`config.mk`:
```
export PLATFORM = sky130hd
export DESIGN_NAME = tpqm_ram
export DESIGN_NICKNAME = d
export VERILOG_FILES = /design/src/design/tpqm_ram.sv
export SDC_FILE = /design/constraint.sdc
export NUM_CORES = 1
export LEC_CHECK = 0
export ABC_AREA = 1
export BUFFER_PORTS_ARGS = -buffer_cell sky130_fd_sc_hd__buf_4
export CAP_MARGIN = 15
export CORE_ASPECT_RATIO = 1.4
export CORE_MARGIN = 5
export CORE_UTILIZATION = 55
export DETAILED_ROUTE_END_ITERATION = 6
export GPL_ROUTABILITY_DRIVEN = 0
export PLACE_DENSITY = 0.77
export SLEW_MARGIN = 20
export SYNTH_ARGS = -nofsm -noshare
export SYNTH_HDL_FRONTEND = slang
export SYNTH_SLANG_ARGS = --single-unit
```
`constraint.sdc`:
```
create_clock -name clk -period 1.7 [get_ports clk]
set_clock_uncertainty 0.15 [all_clocks]
set_input_delay 0.34 -clock clk [delete_from_list [all_inputs] [get_ports clk]]
set_output_delay 0.34 -clock clk [all_outputs]
set_load 0.03 [all_outputs]
```
`src/design/tpqm_ram.sv`:
```
`timescale 1ns / 1ps

module tpqm_ram #(
  parameter int W = 8,
  parameter int D = 4
) (
  input  logic                         clk,
  input  logic                         we,
  input  logic [((D>1)?$clog2(D):1)-1:0] waddr,
  input  logic [W-1:0]                 wdata,
  input  logic [((D>1)?$clog2(D):1)-1:0] raddr,
  output logic [W-1:0]                 rdata
);

  logic [W-1:0] mem [D];

  // Write port and registered read port
  always_ff @(posedge clk) begin
    if (we) begin
      mem[waddr] <= wdata;
    end
    rdata <= mem[raddr];
  end

endmodule

```
==> Word level (Yosys, flattened, before mapping) <==
Memories as Yosys holds them, arrays and structs flattened. A register that Yosys moved wholly into a read port is not among the register bits.
Index checks and enable logic that the tools add are counted.
{ "totals": {"wordCells": 3, "out_inout_bits": 8, "n_memories": 1, "ramBits": 32, "regBits": 0} }
{ "mem_list": {"columns": ["name", "depth", "width", "rd", "rd_ports_with_merged_regs", "write_ports", "line", "text"], "rows": [
  ["mem", 4, 8, 1, 1, 1, "15", "logic [W-1:0] mem [D];"]
]} }
{ "classes": {"muxes": 2} }
{ "ops": {"columns": ["cell", "n"], "rows": [
  ["1-bit 2-to-1 mux", 2]
]} }

==> Logic depth before layout (Yosys ltp) <==
Gate-level depths: netlist (run 1).
{ "logic_depth": {"depth_word": 2, "mapped_depth": 6, "mapped_depth_nobuf": 4} }

==> Worst setup path after synthesis (run 1) <==
No wires, ideal clock.
{ "synth_timing": {"path_type": "input -> register", "start": "input waddr[0] (netlist name)", "end": "memory mem[3][0] (enable)", "cell_stages": 2, "setup_time_ns": 0.383, "n_path_buf": 0, "path_slack_ns": 0.147, "arrival_ns": 1.020, "path_cell_list": "inv_1 > nor3_1"} }
{ "synth_rtl": {"columns": ["element", "line", "text"], "rows": [
  ["start, declared", "9", "input logic [((D>1)?$clog2(D):1)-1:0] waddr,"],
  ["end, declared", "15", null]
]} }
Straight into the memory's write port.

==> Final worst setup path (run 1) <==
{ "layout_timing": {"start": "register rdata[1], read port of mem", "end": "output rdata[1]"} }
{ "layout_rtl": {"columns": ["element", "line", "text"], "rows": [
  ["start, declared", "12", "output logic [W-1:0] rdata"]
]} }
No word-level cell between the ends.

==> metrics.txt, run 1 <==
RR Startpoint mem[0][7]$_DFFE_PP_; clock slew at reported path FFs 110 ps; die outline height 72.77 um; crit path kind register to primary output; Congestion Overflow GR 0; Stages on worst setup path 1; design area 0.001794 mm2; Slew Viols, Final 0; Worst Setup EP rdata[1]; GRT Total Usage 16.23%; HPWL after DPL 2.145 mm; 1st-iter DRT viols 51; CTS Root Cell clkbuf_4; DR vias 989; Sum Neg Setup Slack 0 ps; crit-path cells buf_4; initial antenna violation count 0; Tmin final 1308 ps; R2R cell count 4; Hold Vio Cnt, Final 0; Post-CTS Setup Repair Bufs 0; mapped cell area 0.001548 mm2; vias in the first global route 927; ANT cells 0; nature of the critical path endpoint primary output; fmax 764.8 MHz; Core Box Area 0.002670 mm2; syn_nets 155; post_cts resized 0; first-pass GRT wire length 4.326 mm; power per cell area 977.0 mW/mm2; Syn-to-layout area delta 15.93%; Startpoint Class register; Seq/Total Area, Yosys 72.43%; # nets final 183; Clock Latency Late Sink 340 ps; Cells after Synth 141; Crit path max-delay family flip-flops; CP arrival 820 ps; CP max stage delay 330 ps; DR vias/cell 4.801; Port-buffer cells 21; number of CTS-inserted buffers 5; RSZ-0062 raised after global routing no; Setup crit start rdata[1]$_DFF_P_; placed inst area 0.001745 mm2; Leak Pwr 0.8466 nW; worst hold path type input port to register; relative slew slack 84.51%; per-cell routed wire length 13.50 um; Ys Warns 0; layout cell share with drive strength beyond 1 18.24%; # setup viols final 0; die width 54.84 um; synth unique cells 10; Initial Util 57.97%; CTS Hold Bufs 0; worst reg2reg setup slack 780 ps; io pins 22; Max Cap Violations 0; Max clock buf depth 2; worst vdd ir 0.0007025 V; Remaining DRCs 0; drt first pass iters 4; Total Routed Length 2.780 mm; die area 0.003990 mm2; pin count of the biggest net entering global routing 18; post-route ant nets 0; slowest stage cell, crit path dfxtp_1; # rows 22; reg2reg end rdata[7]$_DFF_P_; Synth Register Bits 40; htree depth 2; CP max FO 1; syn avg cell area 10.98 um2; CTS tree yes; Critical Path RT 1210 ps; outcome finished, final reports clean; worst slew pin tran 232.0 ps; Final period util 76.91%; CP bufs+invs 1; Sink Count 40
worst min-delay path by stage:
stage	startpoint	to	slack, ps	cells after the start
2_1_floorplan	wdata[0]	mem[0][0]$_DFFE_PP_	290	0
3_3_place_gp	mem[1][4]$_DFFE_PP_	rdata[4]$_DFF_P_	370	4
3_5_place_dp	mem[1][4]$_DFFE_PP_	rdata[4]$_DFF_P_	380	4
4_1_cts	wdata[3]	mem[1][3]$_DFFE_PP_	50	1
5_1_grt	wdata[3]	mem[1][3]$_DFFE_PP_	30	1
6_report	wdata[3]	mem[1][3]$_DFFE_PP_	60	1
flip-flops by register name, summed over array words and instances, names as in the netlist:
| signal | flops |
|---|---|
| mem | 32 |
| rdata | 8 |
through the flow:
| stage | setup WS, ps | power [W] | std cells | utilization (%) | hold WS, ps |
|---|---|---|---|---|---|
| 5_1_grt | 347.8 | 0.001828 | 206 | 67.20 | 34.74 |
| 6_report | 392.5 | 0.001753 | 206 | 67.20 | 57.08 |
| 3_3_place_gp | 388.3 | 0.001338 | 198 | 65.37 | 374.1 |
| 4_1_cts | 377.6 | 0.001763 | 206 | 67.20 | 48.51 |
| 2_1_floorplan | 147.1 | 0.001261 | 141 | - | 288.9 |
| 3_5_place_dp | 370.4 | 0.001346 | 198 | 65.37 | 384.8 |
cells in the final DEF (no fill, tap or decap):
cell type and n:
clkinv_1 1, buf_4 25, nand2_1 40, clkbuf_4 5, inv_1 36, inv_4 1, dfxtp_1 8, nor3_1 4
nand3_1 16, edfxtp_1 32, clkbuf_1 2
cells in the mapped netlist, drive strengths merged:
cell    count  area (um2)
buf         4       35.03
dfxtp       8       160.2
edfxtp     32       960.9
inv        37       141.4
nand2      40       150.1
nand3      16       80.08
nor3        4       20.02
metal layers:
layer	global-route usage [%]	vias up	part of all wire (%)
met3	5.112	5	5.1
met4	7.479	0	1.7
met5	0	-	0
li1	-	493	-
met2	26.71	29	53
met1	18.57	462	40
area by class of cell:
type	count	area, um2
clock buffers	7	45.04
clock inverters	1	3.754
fillers	197	875.8
inverters	37	141.4
multi-input cells	60	250.2
flip-flops and latches	40	1121
well taps	36	45.04
repair buffers	25	187.7
power by group:
group,switching [W],total (W),internal (W)
sequential,0.0000146,0.00113,0.00111
clock,0.000271,0.000431,0.000159
combinational,0.000122,0.000194,0.0000716
kinds of logic after synthesis:
kind of cell	after synthesis	synth area share [%]
DFF	40	72.43
and+or+nand+nor	60	16.17
buffers and inverters	41	11.40
(Power assumes the default switching activity.)
==> run 2: changes to the inputs <==
==> constraint.sdc (replaced) <==
create_clock -name clk -period 1.4 [get_ports clk]
set_clock_uncertainty 0.15 [all_clocks]
set_input_delay 0.28 -clock clk [delete_from_list [all_inputs] [get_ports clk]]
set_output_delay 0.28 -clock clk [all_outputs]
set_load 0.03 [all_outputs]
==> metrics.txt, run 2 (same netlist as run 1, synthesis figures left out) <==
Critical Path RT 970 ps (-240 ps); Clock Latency Late Sink 350 ps (about the same); Tmin final 1276 ps; Crit path max-delay family flip-flops; post_cts resized 0 (unchanged); largest reg by FF count mem; DR vias/cell 4.692 (-2.3%); setup slack of the critical path after layout 124.1 ps (-268.4 ps); vias in the first global route 946 (+2.0%); pin count of the biggest net entering global routing 18 (unchanged); CP max stage delay 340 ps (about the same); htree depth 2 (unchanged); max reg flops 32 (unchanged); clock power share 27.0% (+2.4 points); die area 0.003990 mm2 (unchanged); Switch Pwr 0.0005241 W (+28%); Leak Pwr 0.8931 nW (+5.5%); CP max FO 1 (unchanged); Final period util 91.14%; Port-buffer cells 21 (unchanged); Hold Vio Cnt, Final 0 (unchanged); Util after Layout 71.04% (+3.8 points); die width 54.84 um (unchanged); Max clock buf depth 2 (unchanged); crit path kind register to primary output; CP bufs+invs 1 (unchanged); # setup viols final 0 (unchanged); ANT cells 0 (unchanged); Syn-to-layout area delta 22.55%; DR vias 1,004 (+1.5%); clock slew at reported path FFs 120 ps (about the same); relative slew slack 83.35% (-1.2 points); GRT Total Usage 15.77% (-0.46 points); first-pass GRT wire length 4.243 mm (-1.9%); design area 0.001897 mm2 (+5.7%); # nets final 191 (+4.4%); Power, Total 0.002218 W (+27%); slowest stage cell, crit path dfxtp_1; Core Box Area 0.002670 mm2 (unchanged); Max Cap Violations 0 (unchanged); fmax 783.7 MHz; per-cell routed wire length 12.27 um (-9.1%); drt first pass iters 4 (unchanged); most frequent cells in the layout nand2_1 (40), inv_1 (36), edfxtp_1 (32); nature of the critical path endpoint primary output; Startpoint Class register; # rows 22 (unchanged); Internal 0.001694 W (+26%); Remaining DRCs 0 (unchanged); worst vdd ir 0.0009147 V (+30%); worst slew pin tran 249.4 ps (+17.37 ps); outcome finished, final reports clean; Seq pwr share 61.7% (-2.7 points); Comb pwr share 11.3% (+0.3 points); Sink Count 40 (unchanged); worst reg2reg setup slack 520 ps (-260 ps); biggest regs mem: 32 flops, rdata: 8 flops; Initial Util 57.97% (unchanged); HPWL after DPL 1.818 mm (-15%); Setup WS pre-CTS 146.4 ps (-224.0 ps); RSZ-0062 raised after global routing no; io pins 22 (unchanged); number of CTS-inserted buffers 5 (unchanged); crit-path cells buf_4; most common cell after layout, fill and taps aside nand2_1; final hold slack 88.28 ps (+31.21 ps); Congestion Overflow GR 0 (unchanged); layout cell share with drive strength beyond 1 20.22% (+2.0 points); CTS Root Cell clkbuf_4; Slew Viols, Final 0 (unchanged); post-route ant nets 0 (unchanged); CP arrival 850 ps (+30 ps); 1st-iter DRT viols 41 (-20%); power per cell area 1169 mW/mm2 (+20%); Total Routed Length 2.626 mm (-5.5%); worst hold path type input port to register; initial antenna violation count 0 (unchanged); switching fraction of total power 23.63% (+0.36 points); CTS tree yes; placed inst area 0.001755 mm2 (+0.57%); die outline height 72.77 um (unchanged)
-- run 2: cell count changes in the layout (fill, tap and decap cells not counted) --
cell,change
nor3_1,-2
clkbuf_1,-2
clkinv_2,+2
nor3_2,+2
clkinv_1,-1
clkbuf_8,+1
dlygate4sd3_1,+8
-- run 2: layout make-up --
| type | instances | area, um2 |
|---|---|---|
| flip-flops and latches | 40 | 1121 |
| fillers | 195 | 773.2 |
| repair buffers | 33 | 267.8 |
| multi-input cells | 60 | 260.3 |
| inverters | 37 | 141.4 |
| clock buffers | 6 | 51.30 |
| well taps | 36 | 45.04 |
| clock inverters | 2 | 10.01 |
-- run 2: repair_timing --
item / 4_1_cts / 5_1_grt
hold buffers: 8 / 0
endpoints found under the setup margin: 0 / 0
endpoints found under the hold margin: 32 / 0
setup buffers: 0 / 0
-- run 2: path summary, 6_finish.rpt --
kind | startpoint | endpoint | depth (start not counted)
worst min-delay path | raddr[1] | rdata[7]$_DFF_P_ | 3
worst max register to register | mem[0][3]$_DFFE_PP_ | rdata[3]$_DFF_P_ | 4
worst max-delay path | rdata[3]$_DFF_P_ | rdata[3] | 1
worst min register to register | mem[3][7]$_DFFE_PP_ | rdata[7]$_DFF_P_ | 4
-- run 2: power groups by stage --
stage               registers, W  clock network (W)  logic [W]
floorplan                0.00144                  0  0.0000932
global placement         0.00139                  0   0.000228
detailed placement       0.00140                  0   0.000234
CTS                      0.00137           0.000608   0.000254
global route             0.00138           0.000652   0.000275
finish                   0.00137           0.000598   0.000251
-- run 2: routing by layer --
layer | share of wire, % | global-route usage, %
met1 | 40 | 18.43
met2 | 51 | 24.61
met3 | 6.4 | 6.135
met4 | 2.3 | 7.756
met5 | 0 | 0
-- run 2: metrics by stage --
step / TNS, ps / cells
after floorplan: -1349 / 141
after global placement: 0 / 198
after detailed placement: 0 / 198
after CTS: 0 / 214
after global routing: 0 / 214
final: 0 / 214
==> run 3: changes to the inputs <==
--- a/config.mk
+++ b/config.mk
@@ -8,7 +8,7 @@
 export ABC_AREA = 1
 export BUFFER_PORTS_ARGS = -buffer_cell sky130_fd_sc_hd__buf_4
 export CAP_MARGIN = 15
-export CORE_ASPECT_RATIO = 1.4
+export CORE_ASPECT_RATIO = 0.8
 export CORE_MARGIN = 5
 export CORE_UTILIZATION = 55
 export DETAILED_ROUTE_END_ITERATION = 6
==> metrics.txt, run 3 (same netlist as run 1, synthesis figures left out) <==
outcome finished, final reports clean; largest reg by FF count mem; Critical Path RT 970 ps (about the same); worst hold path type input port to register; HP Start raddr[1]; io pins 22 (unchanged); Clock Latency Late Sink 350 ps (about the same); Slew Viols, Final 0 (unchanged); clock slew at reported path FFs 140 ps (+20 ps); initial antenna violation count 0 (unchanged); Max clock buf depth 2 (unchanged); relative slew slack 82.62% (-0.73 points); drt first pass iters 5 (+1); post-route ant nets 0 (unchanged); Crit path max-delay family flip-flops; CP bufs+invs 1 (unchanged); crit path kind register to primary output; RR Startpoint mem[3][0]$_DFFE_PP_; Setup WS pre-CTS 161.8 ps (+15.39 ps); GRT Total Usage 16.06% (+0.29 points); worst hold endpoint rdata[2]$_DFF_P_; pin count of the biggest net entering global routing 18 (unchanged); Max Cap Violations 0 (unchanged); vias in the first global route 989 (+4.5%); Remaining DRCs 0 (unchanged); # nets final 191 (unchanged); # setup viols final 0 (unchanged); 1st-iter DRT viols 129 (+210%); Startpoint Class register; layout cell share with drive strength beyond 1 20.22% (unchanged); Hold Path Stages 3 (unchanged); DR vias/cell 4.792 (+2.1%); Port-buffer cells 21 (unchanged); CP max stage delay 350 ps (about the same); Initial Util 56.85% (-1.1 points); Sink Count 40 (unchanged); ANT cells 0 (unchanged); max reg flops 32 (unchanged); Power, Total 0.002402 W (+8.3%); CTS tree yes; worst reg2reg setup slack 470 ps (-50 ps); power per cell area 1250 mW/mm2 (+6.9%); # rows 17 (-23%); biggest regs mem: 32 flops, rdata: 8 flops; Syn-to-layout area delta 24.17%; per-cell routed wire length 14.00 um (+14%); Congestion Overflow GR 0 (unchanged); nature of the critical path endpoint primary output; number of CTS-inserted buffers 5 (unchanged); die width 69.31 um (+26%); crit-path cells buf_4; die area 0.003982 mm2 (-0.21%); DR vias 1,035 (+3.1%); fmax 771.6 MHz (-1.5%); reg2reg end rdata[0]$_DFF_P_; slowest stage cell, crit path dfxtp_1; Hold Vio Cnt, Final 0 (unchanged); worst slew pin tran 260.4 ps (+10.94 ps); die outline height 57.45 um (-21%); Total Routed Length 3.023 mm (+15%); setup slack of the critical path after layout 104.1 ps (-20.01 ps); Final period util 92.57% (+1.4 points); Core Box Area 0.002723 mm2 (+2.0%); CP arrival 870 ps (+20 ps); most common cell after layout, fill and taps aside nand2_1; CTS Root Cell clkbuf_4; HPWL after DPL 2.052 mm (+13%); worst vdd ir 0.001038 V (+13%); most frequent cells in the layout nand2_1 (40), inv_1 (36), edfxtp_1 (32); Leak Pwr 0.8969 nW (+0.43%); first-pass GRT wire length 4.761 mm (+12%); R2R cell count 4 (unchanged); htree depth 2 (unchanged); RSZ-0062 raised after global routing no; Tmin final 1296 ps (+20.01 ps); CP max FO 1 (unchanged)
-- run 3: routing by layer --
layer / wire length, um / part of all wire [%] / GRT usage, %
met4: 60 / 2.0 / 5.014
met1: 1224 / 40 / 22.01
met3: 289 / 9.6 / 4.401
met5: 0 / 0 / 0
met2: 1448 / 48 / 25.14
-- run 3: timing repair --
item / 4_1_cts / 5_1_grt
hold endpoints to repair: 18 / 5
hold buffers: 6 / 2
gates resized for setup: 0 / 0
setup buffers: 0 / 0
-- run 3: worst max path at each step --
stage	slack (ps)	start	depth (start not counted)	end
finish	100	rdata[7]$_DFF_P_	1	rdata[7]
global route	80	rdata[7]$_DFF_P_	1	rdata[7]
CTS	120	rdata[1]$_DFF_P_	1	rdata[1]
detailed placement	160	waddr[0]	4	mem[3][5]$_DFFE_PP_
global placement	180	waddr[0]	4	mem[3][2]$_DFFE_PP_
floorplan	-90	waddr[1]	2	mem[2][0]$_DFFE_PP_
-- run 3: area by class of cell --
| cell class | count | area (um2) |
|---|---|---|
| Clock buffer | 5 | 37.54 |
| Timing Repair Buffer | 33 | 267.8 |
| Inverter | 37 | 141.4 |
| Fill cell | 211 | 800.8 |
| Tap cell | 38 | 47.55 |
| Sequential cell | 40 | 1121 |
| Multi-Input combinational cell | 60 | 260.3 |
| Clock inverter | 3 | 46.29 |
-- run 3: power by group --
| part | total (W) | switching (W) | internal (W) |
|---|---|---|---|
| clock | 0.000772 | 0.000390 | 0.000382 |
| sequential | 0.00137 | 0.0000204 | 0.00135 |
| combinational | 0.000256 | 0.000154 | 0.000102 |
-- run 3: metrics by stage --
stage / instance area [um2] / hold slack (ps) / util [%] / instances / setup TNS (ps)
global placement: 1758 / 349.2 / 64.57 / 200 / 0
CTS: 1902 / 0.5105 / 69.85 / 214 / 0
finish: 1922 / 85.44 / 70.59 / 216 / 0
detailed placement: 1758 / 348.3 / 64.57 / 200 / 0
floorplan: 1558 / 228.9 / - / 141 / -1349
global route: 1922 / 84.29 / 70.59 / 216 / 0
-- run 3: worst register-to-register path: stages, from the launching register on --
cell and delay, ps:
edfxtp_1 390, inv_1 70, nand2_1 40, nand3_1 110, nand2_1 70
